**src/hdl/sb2da_pkg.sv**
```systemverilog
// Shared constants and helpers for the signed binary to decimal ASCII converter.
package sb2da_pkg;

   localparam int NUM_W           = 18;
   localparam int CHAR_W          = 8;
   localparam int DIGIT_W         = 4;
   localparam int DIGIT_COUNT_DEF = 5;

   localparam logic [CHAR_W-1:0] ASCII_ZERO  = 8'h30;
   localparam logic [CHAR_W-1:0] ASCII_MINUS = 8'h2D;

   // 10^n as a 64-bit constant; used at elaboration only
   function automatic logic [63:0] pow10(input int unsigned n);
      logic [63:0] acc;
      acc = 64'd1;
      for (int unsigned i = 0; i < n; i++) begin
         acc = acc * 64'd10;
      end
      return acc;
   endfunction

endpackage

```
**src/hdl/sb2da_if.sv**
```systemverilog
// Valid/ready channel interfaces for the number input and the character output.
interface sb2da_req_if import sb2da_pkg::*; ();
   logic                    valid;
   logic                    ready;
   logic signed [NUM_W-1:0] number_in;

   modport source (output valid, output number_in, input ready);
   modport sink   (input valid, input number_in, output ready);
endinterface

interface sb2da_rsp_if import sb2da_pkg::*; ();
   logic              valid;
   logic              ready;
   logic [CHAR_W-1:0] text_char;
   logic              last_char;

   modport source (output valid, output text_char, output last_char, input ready);
   modport sink   (input valid, input text_char, input last_char, output ready);
endinterface

```
**src/hdl/signed_binary_to_decimal_ascii.sv**
```systemverilog
// Signed integer to decimal ASCII text, one character per output item.
//
// Each input item is a signed 18-bit integer; the block emits its decimal
// text as one ASCII character per output item: a minus sign first for a
// negative value, then the digits with leading zeros dropped ('0' alone for
// zero), last_char high on the final character. Magnitudes above
// 10^DIGIT_COUNT - 1 print as all nines. A number of n characters (1 to
// DIGIT_COUNT + 1) goes out one digit per cycle while the sink does not
// stall, from a compare bank against the multiples of the current power
// of ten. An input register takes the next number while the current one
// is still being emitted, and an output register holds a character while
// the sink stalls, so numbers stream without gaps between them.
module signed_binary_to_decimal_ascii
   import sb2da_pkg::*;
#(
   parameter int DIGIT_COUNT = DIGIT_COUNT_DEF
) (
   input  logic        clock,
   input  logic        reset,
   sb2da_req_if.sink   req_bus,
   sb2da_rsp_if.source rsp_bus
);

   localparam int          MAG_W = NUM_W;
   localparam int          POS_W = (DIGIT_COUNT > 1) ? $clog2(DIGIT_COUNT) : 1;
   localparam logic [63:0] LIMIT = pow10(DIGIT_COUNT) - 64'd1;

   logic [63:0] pow_tab [DIGIT_COUNT];

   for (genvar g = 0; g < DIGIT_COUNT; g++) begin : g_pow
      assign pow_tab[g] = pow10(g);
   end

   // input register
   logic             in_valid_ff;
   logic             in_neg_ff;
   logic [MAG_W-1:0] in_mag_ff;
   logic             in_neg_in;
   logic [MAG_W-1:0] in_mag_in;

   // emitter
   logic             busy_ff;
   logic             sign_ff;
   logic [POS_W-1:0] pos_ff;
   logic [MAG_W-1:0] mag_ff;

   // output register
   logic              rsp_valid_ff;
   logic [CHAR_W-1:0] char_ff;
   logic              last_ff;
   logic [CHAR_W-1:0] char_in;
   logic              last_in;

   logic               req_take;
   logic               out_free;
   logic               emit;
   logic               load;
   logic [POS_W-1:0]   start_pos;
   logic [DIGIT_W-1:0] digit;
   logic [63:0]        sub_val;
   logic [63:0]        pow_sel;

   // magnitude and saturation on the way into the input register
   always_comb begin
      logic [MAG_W-1:0] raw_mag;
      in_neg_in = req_bus.number_in[NUM_W-1];
      raw_mag   = in_neg_in ? MAG_W'(-req_bus.number_in) : MAG_W'(req_bus.number_in);
      in_mag_in = (64'(raw_mag) > LIMIT) ? LIMIT[MAG_W-1:0] : raw_mag;
   end

   // highest nonzero digit position
   always_comb begin
      start_pos = '0;
      for (int i = 0; i < DIGIT_COUNT; i++) begin
         if (64'(in_mag_ff) >= pow_tab[i]) begin
            start_pos = POS_W'(i);
         end
      end
   end

   // digit at the current position
   always_comb begin
      logic [63:0] mult;
      pow_sel = pow_tab[pos_ff];
      digit   = '0;
      sub_val = '0;
      for (int k = 1; k < 10; k++) begin
         mult = 64'(k) * pow_sel;
         if (64'(mag_ff) >= mult) begin
            digit   = DIGIT_W'(k);
            sub_val = mult;
         end
      end
   end

   always_comb begin
      out_free = !rsp_valid_ff || rsp_bus.ready;
      emit     = busy_ff && out_free;
      char_in  = sign_ff ? ASCII_MINUS : (ASCII_ZERO + CHAR_W'(digit));
      last_in  = !sign_ff && (pos_ff == '0);
      load     = in_valid_ff && (!busy_ff || (emit && last_in));
      req_take = req_bus.valid && req_bus.ready;
   end

   assign req_bus.ready     = !in_valid_ff || load;
   assign rsp_bus.valid     = rsp_valid_ff;
   assign rsp_bus.text_char = char_ff;
   assign rsp_bus.last_char = last_ff;

   always_ff @(posedge clock) begin
      if (reset) begin
         in_valid_ff  <= 1'b0;
         busy_ff      <= 1'b0;
         rsp_valid_ff <= 1'b0;
      end else begin
         if (req_take) begin
            in_valid_ff <= 1'b1;
         end else if (load) begin
            in_valid_ff <= 1'b0;
         end

         if (load) begin
            busy_ff <= 1'b1;
         end else if (emit && last_in) begin
            busy_ff <= 1'b0;
         end

         if (emit) begin
            rsp_valid_ff <= 1'b1;
         end else if (rsp_bus.ready) begin
            rsp_valid_ff <= 1'b0;
         end
      end
   end

   always_ff @(posedge clock) begin
      if (req_take) begin
         in_neg_ff <= in_neg_in;
         in_mag_ff <= in_mag_in;
      end

      if (load) begin
         sign_ff <= in_neg_ff;
         pos_ff  <= start_pos;
         mag_ff  <= in_mag_ff;
      end else if (emit) begin
         if (sign_ff) begin
            sign_ff <= 1'b0;
         end else begin
            pos_ff <= pos_ff - POS_W'(1);
            mag_ff <= mag_ff - sub_val[MAG_W-1:0];
         end
      end

      if (emit) begin
         char_ff <= char_in;
         last_ff <= last_in;
      end
   end

endmodule

```
**src/flat_wrapper.sv**
```systemverilog
// flat-port wrapper written by rule: the top's interface ports become plain ports
module signed_binary_to_decimal_ascii_flat import sb2da_pkg::*;
#(
   parameter int DIGIT_COUNT = DIGIT_COUNT_DEF
)
  (clock, reset, req_bus_valid, req_bus_number_in, req_bus_ready, rsp_bus_valid, rsp_bus_text_char, rsp_bus_last_char, rsp_bus_ready);
  sb2da_req_if req_bus_i ();
  sb2da_rsp_if rsp_bus_i ();
  input  logic clock;
  input  logic reset;
  input wire logic [$bits(req_bus_i.valid)-1:0] req_bus_valid;
  input wire logic [$bits(req_bus_i.number_in)-1:0] req_bus_number_in;
  output wire logic [$bits(req_bus_i.ready)-1:0] req_bus_ready;
  output wire logic [$bits(rsp_bus_i.valid)-1:0] rsp_bus_valid;
  output wire logic [$bits(rsp_bus_i.text_char)-1:0] rsp_bus_text_char;
  output wire logic [$bits(rsp_bus_i.last_char)-1:0] rsp_bus_last_char;
  input wire logic [$bits(rsp_bus_i.ready)-1:0] rsp_bus_ready;
  assign req_bus_i.valid = req_bus_valid;
  assign req_bus_i.number_in = req_bus_number_in;
  assign req_bus_ready = req_bus_i.ready;
  assign rsp_bus_valid = rsp_bus_i.valid;
  assign rsp_bus_text_char = rsp_bus_i.text_char;
  assign rsp_bus_last_char = rsp_bus_i.last_char;
  assign rsp_bus_i.ready = rsp_bus_ready;
  signed_binary_to_decimal_ascii #(.DIGIT_COUNT(DIGIT_COUNT)) u_core (.clock(clock), .reset(reset), .req_bus(req_bus_i), .rsp_bus(rsp_bus_i));
endmodule
```
**config.mk**
```make
export PLATFORM = sky130hd
export DESIGN_NAME = signed_binary_to_decimal_ascii_flat
export DESIGN_NICKNAME = d
export VERILOG_FILES = /design/src/hdl/sb2da_pkg.sv /design/src/hdl/sb2da_if.sv /design/src/hdl/signed_binary_to_decimal_ascii.sv /design/src/flat_wrapper.sv
export SDC_FILE = /design/constraint.sdc
export NUM_CORES = 1
export LEC_CHECK = 0
export BUFFER_PORTS_ARGS = -buffer_cell sky130_fd_sc_hd__buf_4
export CAP_MARGIN = 20
export CORE_MARGIN = 2
export CORE_UTILIZATION = 45
export DETAILED_ROUTE_END_ITERATION = 6
export GPL_TIMING_DRIVEN = 0
export HOLD_SLACK_MARGIN = 0.1
export MAX_ROUTING_LAYER = met4
export PLACE_DENSITY_LB_ADDON = 0.15
export SLEW_MARGIN = 40
export SYNTH_ARGS = -nofsm -noshare
export SYNTH_HDL_FRONTEND = slang
export SYNTH_SLANG_ARGS = --single-unit
```
**constraint.sdc**
```tcl
create_clock -name clock -period 12.6 [get_ports clock]
set_clock_uncertainty 0.1 [all_clocks]
set_input_delay 0 -clock clock [delete_from_list [all_inputs] [get_ports clock]]
set_output_delay 0 -clock clock [all_outputs]
set_load 0.03 [all_outputs]
```
==> impl_metrics.env <==
export IMPL_timing_setup_critical_path_class="flop to flop"
export IMPL_max_slew_margin=0.3518
export IMPL_reg2reg_from="u_core.pos_ff[0]$_DFFE_PP_"
export IMPL_dp_final_hpwl_um=22050
export IMPL_post_synth_instance_area_mm2=0.008228
export IMPL_drc_errors=1
export IMPL_floorplan_die_width_um=139.2
export IMPL_min_path_cells=3
export IMPL_p_per_cell_area_mw_per_mm2=177.9
export IMPL_antenna_found_initial=0
export IMPL_row_count=49
export IMPL_finalWeightedCongestion=1.039
export IMPL_grt_setup_unrepaired="no"
export IMPL_hold_end="u_core.in_mag_ff[8]$_SDFFCE_PN0P_"
export IMPL_netlist_cell_type_count=97
export IMPL_worst_pin_slew_ps=972.3
export IMPL_synth_top_cell_area_share=0.2281
export IMPL_yosys_register_bits=50
export IMPL_timing_fmax_mhz=103.7
export IMPL_number_of_placed_i_o_pins=33
export IMPL_critical_path_top_cell_by_count="ha_1"
export IMPL_global_route_met1_usage=0.4059
export IMPL_final_setup_tns_ps=0
export IMPL_hold_start="req_bus_number_in[8]"
export IMPL_grt_met2_usage=0.4231
export IMPL_routed_via_count=8069
export IMPL_crit_slowest_cell="a21boi_0"
export IMPL_hold_violations=0
export IMPL_drt_wl_total_um=27670
export IMPL_layout_nets=1246
export IMPL_top_cells_by_instance_count_after_synthesis="ha_1, nor2_1, a21oi_1"
export IMPL_static_leakage_power_nw=3.910
export IMPL_synth_most_common_cell="ha_1"
export IMPL_worstPathMaxFanout=10
export IMPL_holdBufCountCts=18
export IMPL_cts_sinks=50
export IMPL_netlist_instances=1004
export IMPL_first_global_vias=7560
export IMPL_timing_critical_path_required_ps=12540
export IMPL_vias_per_cell=6.216
export IMPL_holdWs_ps=144.8
export IMPL_grt_start_max_net_pins=22
export IMPL_die_area_mm2=0.01938
export IMPL_overflow=0
export IMPL_grtUsageMet3=0.06435
export IMPL_numCtsBuffers=5
export IMPL_timing_reg2reg_worst_path_depth=34
export IMPL_yosys_warnings=0
export IMPL_asyncSetResetFlopFracSynth=0
export IMPL_grt_use_total=0.2925
export IMPL_hp_class="primary input to flop"
export IMPL_number_of_enable_type_register_cells_in_the_synthesized_netlist=47
export IMPL_power_ir_vdd_worst_mv=0.08144
export IMPL_synthTopCellsByArea="ha_1, edfxtp_1, a21oi_1, nor2_1, nand2_1"
export IMPL_finalCritPeriodShare=0.7655
export IMPL_period_minus_slack_ps=9646
export IMPL_cts_max_path_buffers=2
export IMPL_htree_levels=2
export IMPL_critPathLaunchType="flop"
export IMPL_initial_core_util=0.4580
export IMPL_dominantRegCellSynth="edfxtp_1"
export IMPL_crit_arrival_ps=9590
export IMPL_synth_seq_area_share=0.1788
export IMPL_drtAntennaViolNets=0
export IMPL_report_final_slew_viol_count=0
export IMPL_postCtsSetupRepairBufs=0
export IMPL_setup_viol=0
export IMPL_outcome="finished with violations"
export IMPL_avgSynthCellArea_um2=8.195
export IMPL_drt_first_pass_iters=7
export IMPL_final_routed_wire_length_divided_by_cell_count_um=21.32
export IMPL_die_height_um=139.2
export IMPL_critical_path_max_stage_delay_ps=600
export IMPL_post_route_cells_drive_above_1_share=0.09074
export IMPL_drt_initial_drc_count=796
export IMPL_areaGrowthSynthToFinish_pct=11.28
export IMPL_global_route_wire_length_before_repair_um=43230
export IMPL_synth_area_leader_cell="ha_1"
export IMPL_grt_most_used_layer="met2"
export IMPL_setup_reg_to_reg_worst_slack_ps=2950
export IMPL_timing_rr_end="u_core.mag_ff[12]$_DFFE_PP_"
export IMPL_post_cts_resized=0
export IMPL_clock_root_buffer="clkbuf_16"
export IMPL_core_area_mm2=0.01796
export IMPL_endpoint_kind="flop"
export IMPL_tritoncts_clock_tree="built"
export IMPL_clk_pin_slew_ps=70
export IMPL_insertion_delay_ps=300
export IMPL_port_buffer_count=25
export IMPL_max_cap_viol_count=0
export IMPL_failing_checks="design-rule violations"
export IMPL_antennaDiodeCount=0
## layout make-up
type / instances / area [um^2]
well taps: 229 / 286.5
multi-input cells: 869 / 6414
clock buffers: 7 / 152.6
inverters: 51 / 191.4
fillers: 1758 / 8807
repair buffers: 46 / 395.4
clock inverters: 1 / 8.758
plain buffers: 45 / 236.5
flip-flops and latches: 50 / 1471
## worst max-delay path, delay by kind of cell, from the launching register on
kind,cells,cell delay [ps]
buf+inv,5,1480
fa+ha+maj,6,2150
simple gates,8,1270
flops,1,390
xor+xnor,1,410
compound gates,14,3550
## power breakdown
group          switching (mW)  leakage (nW)  internal, mW
logic                   0.697          3.36         0.457
registers              0.0904         0.470         0.238
clock network          0.0621        0.0801        0.0849
total                   0.849          3.91         0.780
## how the worst max path moves through the flow
stage	endpoint	slack, ps	cells past startpoint	start
finish	u_core.mag_ff[12]$_DFFE_PP_	2950	34	u_core.pos_ff[0]$_DFFE_PP_
global route	u_core.mag_ff[12]$_DFFE_PP_	2480	34	u_core.pos_ff[0]$_DFFE_PP_
CTS	u_core.mag_ff[12]$_DFFE_PP_	3120	34	u_core.pos_ff[0]$_DFFE_PP_
detailed placement	u_core.mag_ff[12]$_DFFE_PP_	3170	34	u_core.pos_ff[0]$_DFFE_PP_
global placement	u_core.mag_ff[12]$_DFFE_PP_	2350	33	u_core.pos_ff[2]$_DFFE_PP_
floorplan	u_core.mag_ff[12]$_DFFE_PP_	5020	33	u_core.pos_ff[2]$_DFFE_PP_
## placed cells by master (no fill, tap or decap), types with 6 or more instances in the layout
| master | n |
|---|---|
| a2111oi_0 | 10 |
| a211o_1 | 7 |
| a211oi_1 | 6 |
| a21o_1 | 19 |
| a21oi_1 | 81 |
| a31oi_1 | 7 |
| and2_1 | 9 |
| and3_1 | 12 |
| and4_1 | 6 |
| buf_2 | 9 |
| buf_4 | 29 |
| buf_6 | 6 |
| clkbuf_1 | 25 |
| conb_1 | 13 |
| dlygate4sd3_1 | 18 |
| edfxtp_1 | 47 |
| fa_1 | 6 |
| ha_1 | 150 |
| inv_1 | 51 |
| nand2_1 | 78 |
| nand2b_1 | 21 |
| nand3_1 | 40 |
| nand4_1 | 8 |
| nor2_1 | 86 |
| nor2b_1 | 20 |
| nor3_1 | 16 |
| nor4_1 | 10 |
| o2111ai_1 | 6 |
| o211ai_1 | 10 |
| o21a_1 | 9 |
| o21ai_0 | 47 |
| o21ai_1 | 7 |
| o22ai_1 | 6 |
| o31ai_1 | 15 |
| or2_2 | 7 |
| or3_1 | 8 |
| xnor2_1 | 22 |
| xor2_1 | 17 |
## cells by family (layout without fill, tap and decap cells)
kind of cell             after synthesis  in the layout  share of synthesized area
flip-flops                            50             50                     0.1788
other                                  2             13                  0.0009127
multiplexers                           2              2                   0.002433
AND/OR/NAND/NOR                      350            350                     0.2173
AO/OA/AOI/OAI                        309            309                     0.2644
buffers and inverters                 96            150                    0.05185
adder cells (fa/ha/maj)              156            156                     0.2427
XOR/XNOR                              39             39                    0.04151
## per-layer routing
metal | part of all wire | wire length (um) | vias to the layer above
met5 | 0 | 0 | -
met1 | 0.48 | 13230 | 3783
met4 | 0.033 | 916 | 0
li1 | - | - | 3917
met2 | 0.41 | 11270 | 315
met3 | 0.082 | 2256 | 54
## flip-flops by register name, summed over array words and instances (netlist names)
register and count:
u_core.busy_ff 1, u_core.in_valid_ff 1, u_core.rsp_bus.text_char 5, u_core.sign_ff 1, u_core.in_mag_ff 18, u_core.pos_ff 3, u_core.in_neg_ff 1, u_core.rsp_bus.valid 1
u_core.mag_ff 18, u_core.rsp_bus.last_char 1
## stage by stage
| stage | utilization | cells | setup slack, ps | cell area [um^2] | total power [mW] |
|---|---|---|---|---|---|
| 3_5_place_dp | 0.4902 | 1272 | 3166 | 8806 | 1.440 |
| 3_3_place_gp | 0.4867 | 1269 | 2354 | 8743 | 1.420 |
| 2_1_floorplan | - | 1015 | 5023 | 8269 | 1.110 |
| 6_report | 0.5097 | 1298 | 2954 | 9156 | 1.629 |
| 4_1_cts | 0.5092 | 1298 | 3116 | 9148 | 1.599 |
| 5_1_grt | 0.5097 | 1298 | 2479 | 9156 | 1.765 |
(Power assumes the default switching activity.)
